## src/design/dmf_pkg.sv

```systemverilog
// ============================================================================
// dmf_pkg: shared types and constants of the maximum flow engine
// Widths, operation and status codes, and the command and status bundles
// between the controller and the datapath.
// ============================================================================
package dmf_pkg;

    localparam int NODES     = 64;
    localparam int EDGES     = 1024;
    localparam int NODE_W    = 6;
    localparam int COUNT_W   = 7;
    localparam int EIDX_W    = 10;
    localparam int ELINK_W   = 11;
    localparam int CAP_W     = 40;
    localparam int RES_W     = 41;
    localparam int FLOW_W    = 48;
    localparam int LEVEL_W   = 7;
    localparam int DEPTH_W   = 7;
    localparam int OP_W      = 2;
    localparam int STATUS_W  = 2;

    localparam logic [ELINK_W-1:0] EDGE_NULL  = ELINK_W'(EDGES);
    localparam logic [LEVEL_W-1:0] LEVEL_NONE = LEVEL_W'(NODES);
    localparam logic [FLOW_W-1:0]  FLOW_MAX   = '1;

    localparam logic [OP_W-1:0] OP_CLEAR = 2'd0;
    localparam logic [OP_W-1:0] OP_ADD   = 2'd1;
    localparam logic [OP_W-1:0] OP_RUN   = 2'd2;

    localparam logic [STATUS_W-1:0] ST_OK        = 2'd0;
    localparam logic [STATUS_W-1:0] ST_FULL      = 2'd1;
    localparam logic [STATUS_W-1:0] ST_SELF_LOOP = 2'd2;
    localparam logic [STATUS_W-1:0] ST_BAD_NODE  = 2'd3;

    typedef struct packed {
        logic [EIDX_W-1:0]  head_rd_addr;
        logic [EIDX_W-1:0]  edge_rd_addr;
        logic               edge_we;
        logic               res_we;
        logic [EIDX_W-1:0]  edge_wr_addr;
        logic [NODE_W-1:0]  head_wr_data;
        logic [RES_W-1:0]   res_wr_data;
        logic [ELINK_W-1:0] next_wr_data;
        logic [NODE_W-1:0]  first_rd_addr;
        logic               first_we;
        logic               first_clr;
        logic [NODE_W-1:0]  first_wr_addr;
        logic [ELINK_W-1:0] first_wr_data;
        logic [NODE_W-1:0]  level_rd_addr;
        logic               level_we;
        logic               level_clr;
        logic [NODE_W-1:0]  level_wr_addr;
        logic [NODE_W-1:0]  level_wr_data;
        logic [NODE_W-1:0]  level_chk_addr;
        logic [NODE_W-1:0]  cur_rd_addr;
        logic               cur_we;
        logic               cur_clr;
        logic [NODE_W-1:0]  cur_wr_addr;
        logic [ELINK_W-1:0] cur_wr_data;
        logic [NODE_W-1:0]  queue_rd_addr;
        logic               queue_we;
        logic [NODE_W-1:0]  queue_wr_addr;
        logic [NODE_W-1:0]  queue_wr_data;
        logic [NODE_W-1:0]  stack_rd_addr;
        logic               stack_we;
        logic [NODE_W-1:0]  stack_wr_addr;
        logic [ELINK_W-1:0] stack_wr_data;
    } dmf_cmd_t;

    typedef struct packed {
        logic [NODE_W-1:0]  head_q;
        logic [RES_W-1:0]   res_q;
        logic [ELINK_W-1:0] next_q;
        logic [ELINK_W-1:0] first_q;
        logic [LEVEL_W-1:0] level_q;
        logic               level_chk;
        logic [ELINK_W-1:0] cur_q;
        logic               cur_valid_q;
        logic [NODE_W-1:0]  queue_q;
        logic [ELINK_W-1:0] stack_q;
    } dmf_stat_t;

endpackage

```

## src/design/dmf_item_if.sv

```systemverilog
// ============================================================================
// dmf_item_if: input channel of the maximum flow engine
// Valid/ready channel carrying one operation per beat.
// ============================================================================
interface dmf_item_if;
    logic                            valid;
    logic                            ready;
    logic [dmf_pkg::OP_W-1:0]        op;
    logic [dmf_pkg::COUNT_W-1:0]     node_count;
    logic [dmf_pkg::NODE_W-1:0]      from_node;
    logic [dmf_pkg::NODE_W-1:0]      to_node;
    logic [dmf_pkg::CAP_W-1:0]       capacity;
    logic                            bidirectional;
    logic [dmf_pkg::NODE_W-1:0]      source_node;
    logic [dmf_pkg::NODE_W-1:0]      sink_node;

    modport source (output valid, op, node_count, from_node, to_node, capacity,
                    bidirectional, source_node, sink_node, input ready);
    modport sink (input valid, op, node_count, from_node, to_node, capacity,
                  bidirectional, source_node, sink_node, output ready);
endinterface

// ============================================================================
// dmf_result_if: output channel of the maximum flow engine
// Valid/ready channel carrying one result per beat.
// ============================================================================
interface dmf_result_if;
    logic                            valid;
    logic                            ready;
    logic [dmf_pkg::FLOW_W-1:0]      flow_value;
    logic [dmf_pkg::STATUS_W-1:0]    status;

    modport source (output valid, flow_value, status, input ready);
    modport sink (input valid, flow_value, status, output ready);
endinterface

```

## src/design/dmf_ctrl.sv

```systemverilog
// ============================================================================
// dmf_ctrl: sequencer of the maximum flow engine
// Handles the channels, the graph loading and the level and blocking-flow
// phases, driving the datapath through a command bundle.
// ============================================================================
module dmf_ctrl
(
    input  logic                clk,
    input  logic                rst_n,
    dmf_item_if.sink            item,
    dmf_result_if.source        result,
    output dmf_pkg::dmf_cmd_t   cmd,
    input  dmf_pkg::dmf_stat_t  stat
);

    typedef enum logic [4:0] {
        S_IDLE, S_ADD_FWD, S_ADD_BWD,
        S_LP_INIT, S_LP_POP, S_LP_U, S_LP_FIRST, S_LP_EDGE, S_LP_EHEAD, S_LP_END,
        S_BF_INIT, S_BF_NODE, S_BF_CUR, S_BF_SCAN, S_BF_SCAN2, S_BF_SCAN3,
        S_BF_SET, S_BF_POP, S_BF_POP2,
        S_AUG_MIN_RD, S_AUG_MIN_E, S_AUG_MIN_R,
        S_AUG_UPD_RD, S_AUG_UPD_E, S_AUG_UPD_F, S_AUG_UPD_B, S_AUG_TOTAL,
        S_DONE
    } state_t;

    localparam int NW = dmf_pkg::NODE_W;
    localparam int EW = dmf_pkg::EIDX_W;

    state_t                        state_reg, state_next;
    logic [dmf_pkg::COUNT_W-1:0]   nodes_reg, nodes_next;
    logic [dmf_pkg::ELINK_W-1:0]   edges_reg, edges_next;
    logic [NW-1:0]                 src_reg, src_next;
    logic [NW-1:0]                 snk_reg, snk_next;
    logic [NW-1:0]                 a_reg, a_next;
    logic [NW-1:0]                 b_reg, b_next;
    logic [dmf_pkg::CAP_W-1:0]     cap_reg, cap_next;
    logic                          bidir_reg, bidir_next;
    logic [NW-1:0]                 u_reg, u_next;
    logic [NW-1:0]                 v_reg, v_next;
    logic [dmf_pkg::ELINK_W-1:0]   e_reg, e_next;
    logic [dmf_pkg::ELINK_W-1:0]   nxt_reg, nxt_next;
    logic [dmf_pkg::RES_W-1:0]     res_reg, res_next;
    logic [dmf_pkg::LEVEL_W-1:0]   ulev_reg, ulev_next;
    logic [dmf_pkg::DEPTH_W-1:0]   depth_reg, depth_next;
    logic [dmf_pkg::DEPTH_W-1:0]   k_reg, k_next;
    logic [dmf_pkg::DEPTH_W-1:0]   qh_reg, qh_next;
    logic [dmf_pkg::DEPTH_W-1:0]   qt_reg, qt_next;
    logic [dmf_pkg::RES_W-1:0]     f_reg, f_next;
    logic [dmf_pkg::FLOW_W-1:0]    total_reg, total_next;
    logic [dmf_pkg::STATUS_W-1:0]  status_reg, status_next;
    logic                          out_valid_reg, out_valid_next;
    logic [dmf_pkg::FLOW_W-1:0]    out_flow_reg, out_flow_next;
    logic [dmf_pkg::STATUS_W-1:0]  out_status_reg, out_status_next;

    logic                          accept;
    logic [dmf_pkg::FLOW_W:0]      sum;
    logic [dmf_pkg::LEVEL_W-1:0]   want_lev;
    logic [dmf_pkg::DEPTH_W-1:0]   depth_dec;

    assign item.ready        = (state_reg == S_IDLE);
    assign accept            = item.valid && item.ready;
    assign result.valid      = out_valid_reg;
    assign result.flow_value = out_flow_reg;
    assign result.status     = out_status_reg;

    assign sum       = {1'b0, total_reg} + (dmf_pkg::FLOW_W+1)'(f_reg);
    assign want_lev  = ulev_reg + dmf_pkg::LEVEL_W'(1);
    assign depth_dec = depth_reg - dmf_pkg::DEPTH_W'(1);

    always_comb
    begin
        state_next      = state_reg;
        nodes_next      = nodes_reg;
        edges_next      = edges_reg;
        src_next        = src_reg;
        snk_next        = snk_reg;
        a_next          = a_reg;
        b_next          = b_reg;
        cap_next        = cap_reg;
        bidir_next      = bidir_reg;
        u_next          = u_reg;
        v_next          = v_reg;
        e_next          = e_reg;
        nxt_next        = nxt_reg;
        res_next        = res_reg;
        ulev_next       = ulev_reg;
        depth_next      = depth_reg;
        k_next          = k_reg;
        qh_next         = qh_reg;
        qt_next         = qt_reg;
        f_next          = f_reg;
        total_next      = total_reg;
        status_next     = status_reg;
        out_valid_next  = out_valid_reg && !result.ready;
        out_flow_next   = out_flow_reg;
        out_status_next = out_status_reg;
        cmd             = '0;

        case (state_reg)
            S_IDLE:
            begin
                if (accept)
                begin
                    total_next  = '0;
                    status_next = dmf_pkg::ST_OK;
                    state_next  = S_DONE;
                    a_next      = item.from_node;
                    b_next      = item.to_node;
                    cap_next    = item.capacity;
                    bidir_next  = item.bidirectional;
                    src_next    = item.source_node;
                    snk_next    = item.sink_node;
                    cmd.first_rd_addr = item.from_node;
                    case (item.op)
                        dmf_pkg::OP_CLEAR:
                        begin
                            cmd.first_clr = 1'b1;
                            edges_next    = '0;
                            if (item.node_count == '0)
                            begin
                                nodes_next  = dmf_pkg::COUNT_W'(1);
                                status_next = dmf_pkg::ST_BAD_NODE;
                            end
                            else if (item.node_count > dmf_pkg::COUNT_W'(dmf_pkg::NODES))
                            begin
                                nodes_next  = dmf_pkg::COUNT_W'(dmf_pkg::NODES);
                                status_next = dmf_pkg::ST_BAD_NODE;
                            end
                            else
                            begin
                                nodes_next = item.node_count;
                            end
                        end
                        dmf_pkg::OP_ADD:
                        begin
                            if ({1'b0, item.from_node} >= nodes_reg ||
                                {1'b0, item.to_node} >= nodes_reg)
                            begin
                                status_next = dmf_pkg::ST_BAD_NODE;
                            end
                            else if (item.from_node == item.to_node)
                            begin
                                status_next = dmf_pkg::ST_SELF_LOOP;
                            end
                            else if ({1'b0, edges_reg} + 12'd2 > 12'(dmf_pkg::EDGES))
                            begin
                                status_next = dmf_pkg::ST_FULL;
                            end
                            else
                            begin
                                state_next = S_ADD_FWD;
                            end
                        end
                        dmf_pkg::OP_RUN:
                        begin
                            if ({1'b0, item.source_node} >= nodes_reg ||
                                {1'b0, item.sink_node} >= nodes_reg)
                            begin
                                status_next = dmf_pkg::ST_BAD_NODE;
                            end
                            else if (item.source_node != item.sink_node)
                            begin
                                state_next = S_LP_INIT;
                            end
                        end
                        default:
                        begin
                            state_next = S_DONE;
                        end
                    endcase
                end
            end

            S_ADD_FWD:
            begin
                cmd.edge_we       = 1'b1;
                cmd.edge_wr_addr  = edges_reg[EW-1:0];
                cmd.head_wr_data  = b_reg;
                cmd.res_wr_data   = {1'b0, cap_reg};
                cmd.next_wr_data  = stat.first_q;
                cmd.first_we      = 1'b1;
                cmd.first_wr_addr = a_reg;
                cmd.first_wr_data = edges_reg;
                cmd.first_rd_addr = b_reg;
                state_next        = S_ADD_BWD;
            end

            S_ADD_BWD:
            begin
                cmd.edge_we       = 1'b1;
                cmd.edge_wr_addr  = edges_reg[EW-1:0] | EW'(1);
                cmd.head_wr_data  = a_reg;
                cmd.res_wr_data   = bidir_reg ? {1'b0, cap_reg} : '0;
                cmd.next_wr_data  = stat.first_q;
                cmd.first_we      = 1'b1;
                cmd.first_wr_addr = b_reg;
                cmd.first_wr_data = edges_reg | dmf_pkg::ELINK_W'(1);
                edges_next        = edges_reg + dmf_pkg::ELINK_W'(2);
                state_next        = S_DONE;
            end

            // Level pass: breadth-first search from the source.
            S_LP_INIT:
            begin
                cmd.level_clr     = 1'b1;
                cmd.level_we      = 1'b1;
                cmd.level_wr_addr = src_reg;
                cmd.level_wr_data = '0;
                cmd.queue_we      = 1'b1;
                cmd.queue_wr_addr = '0;
                cmd.queue_wr_data = src_reg;
                qh_next           = '0;
                qt_next           = dmf_pkg::DEPTH_W'(1);
                state_next        = S_LP_POP;
            end

            S_LP_POP:
            begin
                if (qh_reg == qt_reg)
                begin
                    state_next = S_LP_END;
                end
                else
                begin
                    cmd.queue_rd_addr = qh_reg[NW-1:0];
                    qh_next           = qh_reg + dmf_pkg::DEPTH_W'(1);
                    state_next        = S_LP_U;
                end
            end

            S_LP_U:
            begin
                u_next            = stat.queue_q;
                cmd.first_rd_addr = stat.queue_q;
                cmd.level_rd_addr = stat.queue_q;
                state_next        = (stat.queue_q == snk_reg) ? S_LP_END : S_LP_FIRST;
            end

            S_LP_FIRST:
            begin
                e_next     = stat.first_q;
                ulev_next  = stat.level_q;
                state_next = S_LP_EDGE;
            end

            S_LP_EDGE:
            begin
                cmd.head_rd_addr = e_reg[EW-1:0];
                cmd.edge_rd_addr = e_reg[EW-1:0];
                state_next       = (e_reg == dmf_pkg::EDGE_NULL) ? S_LP_POP : S_LP_EHEAD;
            end

            S_LP_EHEAD:
            begin
                cmd.level_chk_addr = stat.head_q;
                if (stat.res_q != '0 && !stat.level_chk &&
                    qt_reg < dmf_pkg::DEPTH_W'(dmf_pkg::NODES))
                begin
                    cmd.level_we      = 1'b1;
                    cmd.level_wr_addr = stat.head_q;
                    cmd.level_wr_data = want_lev[NW-1:0];
                    cmd.queue_we      = 1'b1;
                    cmd.queue_wr_addr = qt_reg[NW-1:0];
                    cmd.queue_wr_data = stat.head_q;
                    qt_next           = qt_reg + dmf_pkg::DEPTH_W'(1);
                end
                e_next     = stat.next_q;
                state_next = S_LP_EDGE;
            end

            S_LP_END:
            begin
                cmd.level_chk_addr = snk_reg;
                state_next         = stat.level_chk ? S_BF_INIT : S_DONE;
            end

            // Blocking flow: depth-first walk along level-increasing edges.
            S_BF_INIT:
            begin
                cmd.cur_clr = 1'b1;
                u_next      = src_reg;
                depth_next  = '0;
                state_next  = S_BF_NODE;
            end

            S_BF_NODE:
            begin
                cmd.cur_rd_addr   = u_reg;
                cmd.first_rd_addr = u_reg;
                cmd.level_rd_addr = u_reg;
                k_next            = '0;
                f_next            = '1;
                state_next        = (u_reg == snk_reg) ? S_AUG_MIN_RD : S_BF_CUR;
            end

            S_BF_CUR:
            begin
                e_next     = stat.cur_valid_q ? stat.cur_q : stat.first_q;
                ulev_next  = stat.level_q;
                state_next = S_BF_SCAN;
            end

            S_BF_SCAN:
            begin
                cmd.head_rd_addr = e_reg[EW-1:0];
                cmd.edge_rd_addr = e_reg[EW-1:0];
                state_next       = (e_reg == dmf_pkg::EDGE_NULL) ? S_BF_SET : S_BF_SCAN2;
            end

            S_BF_SCAN2:
            begin
                v_next            = stat.head_q;
                res_next          = stat.res_q;
                nxt_next          = stat.next_q;
                cmd.level_rd_addr = stat.head_q;
                state_next        = S_BF_SCAN3;
            end

            S_BF_SCAN3:
            begin
                if (res_reg != '0 && stat.level_q == want_lev)
                begin
                    state_next = S_BF_SET;
                end
                else
                begin
                    e_next     = nxt_reg;
                    state_next = S_BF_SCAN;
                end
            end

            S_BF_SET:
            begin
                cmd.cur_we      = 1'b1;
                cmd.cur_wr_addr = u_reg;
                cmd.cur_wr_data = e_reg;
                if (e_reg != dmf_pkg::EDGE_NULL &&
                    depth_reg < dmf_pkg::DEPTH_W'(dmf_pkg::NODES))
                begin
                    cmd.stack_we      = 1'b1;
                    cmd.stack_wr_addr = depth_reg[NW-1:0];
                    cmd.stack_wr_data = e_reg;
                    depth_next        = depth_reg + dmf_pkg::DEPTH_W'(1);
                    u_next            = v_reg;
                    state_next        = S_BF_NODE;
                end
                else if (depth_reg == '0)
                begin
                    state_next = S_LP_INIT;
                end
                else
                begin
                    depth_next        = depth_dec;
                    cmd.stack_rd_addr = depth_dec[NW-1:0];
                    state_next        = S_BF_POP;
                end
            end

            S_BF_POP:
            begin
                cmd.head_rd_addr = stat.stack_q[EW-1:0] ^ EW'(1);
                cmd.edge_rd_addr = stat.stack_q[EW-1:0];
                state_next       = S_BF_POP2;
            end

            S_BF_POP2:
            begin
                u_next          = stat.head_q;
                cmd.cur_we      = 1'b1;
                cmd.cur_wr_addr = stat.head_q;
                cmd.cur_wr_data = stat.next_q;
                state_next      = S_BF_NODE;
            end

            // Augmentation: bottleneck over the path, then residual update.
            S_AUG_MIN_RD:
            begin
                cmd.stack_rd_addr = k_reg[NW-1:0];
                if (k_reg == depth_reg)
                begin
                    k_next     = '0;
                    state_next = S_AUG_UPD_RD;
                end
                else
                begin
                    state_next = S_AUG_MIN_E;
                end
            end

            S_AUG_MIN_E:
            begin
                cmd.edge_rd_addr = stat.stack_q[EW-1:0];
                state_next       = S_AUG_MIN_R;
            end

            S_AUG_MIN_R:
            begin
                if (stat.res_q < f_reg)
                begin
                    f_next = stat.res_q;
                end
                k_next     = k_reg + dmf_pkg::DEPTH_W'(1);
                state_next = S_AUG_MIN_RD;
            end

            S_AUG_UPD_RD:
            begin
                cmd.stack_rd_addr = k_reg[NW-1:0];
                state_next        = (k_reg == depth_reg) ? S_AUG_TOTAL : S_AUG_UPD_E;
            end

            S_AUG_UPD_E:
            begin
                e_next           = stat.stack_q;
                cmd.edge_rd_addr = stat.stack_q[EW-1:0];
                state_next       = S_AUG_UPD_F;
            end

            S_AUG_UPD_F:
            begin
                cmd.res_we       = 1'b1;
                cmd.edge_wr_addr = e_reg[EW-1:0];
                cmd.res_wr_data  = stat.res_q - f_reg;
                cmd.edge_rd_addr = e_reg[EW-1:0] ^ EW'(1);
                state_next       = S_AUG_UPD_B;
            end

            S_AUG_UPD_B:
            begin
                cmd.res_we       = 1'b1;
                cmd.edge_wr_addr = e_reg[EW-1:0] ^ EW'(1);
                cmd.res_wr_data  = stat.res_q + f_reg;
                k_next           = k_reg + dmf_pkg::DEPTH_W'(1);
                state_next       = S_AUG_UPD_RD;
            end

            S_AUG_TOTAL:
            begin
                if (sum >= {1'b0, dmf_pkg::FLOW_MAX})
                begin
                    total_next = dmf_pkg::FLOW_MAX;
                end
                else
                begin
                    total_next = sum[dmf_pkg::FLOW_W-1:0];
                end
                depth_next = '0;
                u_next     = src_reg;
                state_next = S_BF_NODE;
            end

            S_DONE:
            begin
                if (!out_valid_reg || result.ready)
                begin
                    out_valid_next  = 1'b1;
                    out_flow_next   = total_reg;
                    out_status_next = status_reg;
                    state_next      = S_IDLE;
                end
            end

            default:
            begin
                state_next = S_IDLE;
            end
        endcase
    end

    always_ff @(posedge clk or negedge rst_n)
    begin
        if (!rst_n)
        begin
            state_reg     <= S_IDLE;
            nodes_reg     <= dmf_pkg::COUNT_W'(1);
            edges_reg     <= '0;
            out_valid_reg <= 1'b0;
        end
        else
        begin
            state_reg     <= state_next;
            nodes_reg     <= nodes_next;
            edges_reg     <= edges_next;
            out_valid_reg <= out_valid_next;
        end
    end

    always_ff @(posedge clk)
    begin
        src_reg        <= src_next;
        snk_reg        <= snk_next;
        a_reg          <= a_next;
        b_reg          <= b_next;
        cap_reg        <= cap_next;
        bidir_reg      <= bidir_next;
        u_reg          <= u_next;
        v_reg          <= v_next;
        e_reg          <= e_next;
        nxt_reg        <= nxt_next;
        res_reg        <= res_next;
        ulev_reg       <= ulev_next;
        depth_reg      <= depth_next;
        k_reg          <= k_next;
        qh_reg         <= qh_next;
        qt_reg         <= qt_next;
        f_reg          <= f_next;
        total_reg      <= total_next;
        status_reg     <= status_next;
        out_flow_reg   <= out_flow_next;
        out_status_reg <= out_status_next;
    end

endmodule

```

## src/flat_wrapper.sv

```systemverilog
// flat-port wrapper written by rule: the top's interface ports become plain ports
module dmf_ctrl_flat 
  (clk, rst_n, cmd, stat, item_valid, item_op, item_node_count, item_from_node, item_to_node, item_capacity, item_bidirectional, item_source_node, item_sink_node, item_ready, result_valid, result_flow_value, result_status, result_ready);
  dmf_item_if item_i ();
  dmf_result_if result_i ();
  input  logic clk;
  input  logic rst_n;
  output dmf_pkg::dmf_cmd_t cmd;
  input  dmf_pkg::dmf_stat_t stat;
  input wire logic [$bits(item_i.valid)-1:0] item_valid;
  input wire logic [$bits(item_i.op)-1:0] item_op;
  input wire logic [$bits(item_i.node_count)-1:0] item_node_count;
  input wire logic [$bits(item_i.from_node)-1:0] item_from_node;
  input wire logic [$bits(item_i.to_node)-1:0] item_to_node;
  input wire logic [$bits(item_i.capacity)-1:0] item_capacity;
  input wire logic [$bits(item_i.bidirectional)-1:0] item_bidirectional;
  input wire logic [$bits(item_i.source_node)-1:0] item_source_node;
  input wire logic [$bits(item_i.sink_node)-1:0] item_sink_node;
  output wire logic [$bits(item_i.ready)-1:0] item_ready;
  output wire logic [$bits(result_i.valid)-1:0] result_valid;
  output wire logic [$bits(result_i.flow_value)-1:0] result_flow_value;
  output wire logic [$bits(result_i.status)-1:0] result_status;
  input wire logic [$bits(result_i.ready)-1:0] result_ready;
  assign item_i.valid = item_valid;
  assign item_i.op = item_op;
  assign item_i.node_count = item_node_count;
  assign item_i.from_node = item_from_node;
  assign item_i.to_node = item_to_node;
  assign item_i.capacity = item_capacity;
  assign item_i.bidirectional = item_bidirectional;
  assign item_i.source_node = item_source_node;
  assign item_i.sink_node = item_sink_node;
  assign item_ready = item_i.ready;
  assign result_valid = result_i.valid;
  assign result_flow_value = result_i.flow_value;
  assign result_status = result_i.status;
  assign result_i.ready = result_ready;
  dmf_ctrl u_core (.clk(clk), .rst_n(rst_n), .item(item_i), .result(result_i), .cmd(cmd), .stat(stat));
endmodule
```

## config.mk

```make
export PLATFORM = sky130hd
export DESIGN_NAME = dmf_ctrl_flat
export DESIGN_NICKNAME = d
export VERILOG_FILES = /design/src/design/dmf_pkg.sv /design/src/design/dmf_item_if.sv /design/src/design/dmf_ctrl.sv /design/src/flat_wrapper.sv
export SDC_FILE = /design/constraint.sdc
export NUM_CORES = 1
export LEC_CHECK = 0
export BUFFER_PORTS_ARGS = -buffer_cell sky130_fd_sc_hd__buf_4
export CORE_MARGIN = 3
export CORE_UTILIZATION = 45
export DETAILED_ROUTE_END_ITERATION = 10
export PLACE_DENSITY = 0.68
export SYNTH_ARGS = -nofsm -noshare
export SYNTH_HDL_FRONTEND = slang
export SYNTH_SLANG_ARGS = --single-unit
```

## constraint.sdc

```tcl
create_clock -name clk -period 7.8 [get_ports clk]
set_clock_uncertainty 0.05 [all_clocks]
set_input_delay 1.56 -clock clk [delete_from_list [all_inputs] [get_ports clk]]
set_output_delay 1.56 -clock clk [all_outputs]
set_load 0.01 [all_outputs]
```

==> run metrics <==
XOR/XNOR Fraction of Synth Area=4.62%; Adder-Cell Fraction of Synth Area=8.92%; post-synthesis sequential area ratio=43.8%; share of the synthesized area in the top cell type=41.3%; clk_lat worst skew=570 ps; Avg WL per Cell=24.2 um; chip width=232 um; total wire length=83.9 mm; Ports=445; Final Cell Area=28,300 um^2; final hold slack=390 ps; Vias/cell=6.11; total power=7.33 mW; Post-CTS Setup Bufs=0; post-synthesis register bit count=339; Final min period=7030 ps; port bufs=444; slew margin rel.=14.3%; Tot GR Track Use=29.8%; Core ar.=50,300 um^2; synthesized cell area=23,000 um^2; Place WS=817 ps; CTS Buf Count=41; DRC Markers=0; Layout Nets=3,101; Die ar.=53,800 um^2; final RePlAce weighted congestion=0.972; Lkg Pwr=11.6 nW; Crit Path Max Fanout=4; gr ovfl total=0; DPL Wire Length=65.0 mm; Die Y=232 um; Pwr per Cell Area=259 nW/um^2; register-to-register setup slack=2820 ps; clk root buf=clkbuf_16; Post-Syn Nets=2,701; layout cells sized above 1=20.5%; yosys warns=0; synth unique cells=84; Starting Density=45.7%; CP startpoint kind=primary input; Least-Margin Pin Slew=1280 ps; Syn-to-layout area delta=23.2%; Post-Synth Simple-Gate Area=16.5%; maxcap violations=0; post-synthesis mux area share=0.452%; Hold-fix buffers, CTS=0; post-synthesis compound-gate area fraction=21.6%; Synth area leader=edfxtp_1; row cnt=82; vias=21,165; combinational family with the most area after synthesis=compound AO/OA/AOI/OAI gates; first-iteration detailed-routing DRC count=2,325; H-tree Lvls=2; endpoints failing setup=0; largest net degree at the start of global routing=54; outcome=complete, no violations; EDFF count, synth=316; max frequency=142 MHz; WP data required=6190 ps; setup TNS=0 ps; unrepaired setup endpoints after global routing=no; First-pass DRT Iterations=6; clock transition at the registers of the reported paths=60 ps; minimum setup slack in the final design=769 ps; Post-synth ARST share=6.78%; crit path kind=primary input to primary output; Critical Path AT=5420 ps; Max VDD drop=182 uV; vias in the first global route=20,120; CP Capture Type=primary output; Mapped Cells=2,356; initial antenna violation count=7; synth top area cells=edfxtp_1 41%, ha_1 8.6%, a21oi_1 4.6%; Placement Cell Area=26,900 um^2; cts repair resizes=0; post-route ant nets=0; clock sink count=339; fin crit share=90.1%; ys flop type=edfxtp_1; first-pass GRT wire length=124 mm; syn_area_per_cell=9.75 um^2; CTS tree=yes; Slew Viols, Final=0; Hold Vio Cnt, Final=0; clock buffer depth=3; type of the tightest min-delay check=flip-flop to flip-flop
-- cells in the final DEF (no fill, tap or decap), types with 13 or more instances in the layout --
master and count:
buf_4 476, edfxtp_1 316, a21oi_1 212, nor2_1 176
nand2_1 172, ha_1 158, o21ai_0 122, inv_1 118
a22o_1 77, xnor2_1 68, and2_1 67, nand3_1 58
xor2_1 53, or3_1 47, a21o_1 44, clkbuf_16 41
nor3_1 39, nor4_1 31, nor2b_1 30, nand4_1 30
nand2b_1 29, o21bai_1 29, a22oi_1 29, a221o_1 23
dfrtp_1 22, and3_1 21, a211oi_1 19, o221ai_1 16
o31ai_1 15, a221oi_1 14, o211ai_1 14, a31oi_1 13
-- where the power goes --
part           internal (mW)  switching [mW]
sequential              2.31           0.306
clock                   1.13           0.772
combinational           1.11            1.70
-- routing by layer --
| layer | global-route usage [%] | share of wire, % | up-vias |
|---|---|---|---|
| met2 | 47.7 | 46 | 1046 |
| met5 | 0 | 0.094 | - |
| met1 | 40.6 | 42 | 10303 |
| met4 | 7.73 | 2.4 | 10 |
| met3 | 7.27 | 9.4 | 119 |
| li1 | - | - | 9687 |
-- critical path, cell delays in order --
cell,delay [ps]
buf_4,140
inv_1,70
ha_1,170
inv_1,60
fa_1,420
a211oi_1,340
o21ai_0,180
a32oi_1,390
o21ai_0,330
a311oi_1,560
nor4_1,140
a211oi_1,340
nor2_1,70
a211o_1,280
a22o_1,200
buf_4,160
-- area by class of cell --
cell class / count / area, um^2
inverters: 120 / 450
diodes: 2 / 5.00
repair buffers: 476 / 3570
fillers: 4443 / 22000
flip-flops and latches: 339 / 10100
well taps: 672 / 841
multi-input cells: 1778 / 12000
clock inverters: 24 / 251
clock buffers: 51 / 1090
-- kinds of logic after synthesis --
| group | count (synthesis) |
|---|---|
| and+or+nand+nor | 754 |
| adders and majority gates | 162 |
| DFF | 339 |
| buffers and inverters | 239 |
| muxes | 10 |
| AOI/OAI and AO/OA | 731 |
| xor gates and xnor gates | 121 |
-- per-stage QoR --
| stage | util [%] | instances |
|---|---|---|
| CTS | 56.2 | 3460 |
| detailed placement | 53.6 | 3385 |
| global placement | 53.6 | 3385 |
| global route | 56.2 | 3460 |
| floorplan | - | 2356 |
| finish | 56.3 | 3462 |
-- cell usage after synthesis, types with 22 or more instances --
library cell and number:
a21oi_1 212, nand4_1 30, a22oi_1 29, nand2b_1 30, o21ai_0 122, nor3_1 39, ha_1 158, nand3_1 58
dfrtp_1 22, edfxtp_1 316, and2_1 67, nor2_1 180, xnor2_1 68, a21o_1 44, clkbuf_1 100, nand2_1 172
xor2_1 53, o21bai_1 29, or3_1 47, and3_1 22, a22o_1 77, nor2b_1 31, inv_1 118, a221o_1 23
nor4_1 33
-- final timing paths --
| kind | from | endpoint | cells past startpoint |
|---|---|---|---|
| setup / recovery | stat[59] | cmd[168] | 16 |
| hold / removal | u_core.status_reg[0]$_DFFE_PP_ | u_core.result.status[0]$_DFFE_PP_ | 0 |
| setup reg to reg | u_core.f_reg[1]$_SDFFCE_PN1P_ | u_core.f_reg[11]$_SDFFCE_PN1P_ | 12 |
| hold reg to reg | u_core.status_reg[0]$_DFFE_PP_ | u_core.result.status[0]$_DFFE_PP_ | 0 |
| max in group asynchronous | rst_n | u_core.nodes_reg[0]$_DFFE_PN1P_ | 1 |
| min in group asynchronous | rst_n | u_core.edges_reg[3]$_DFFE_PN0P_ | 1 |
(Power assumes the default switching activity.)
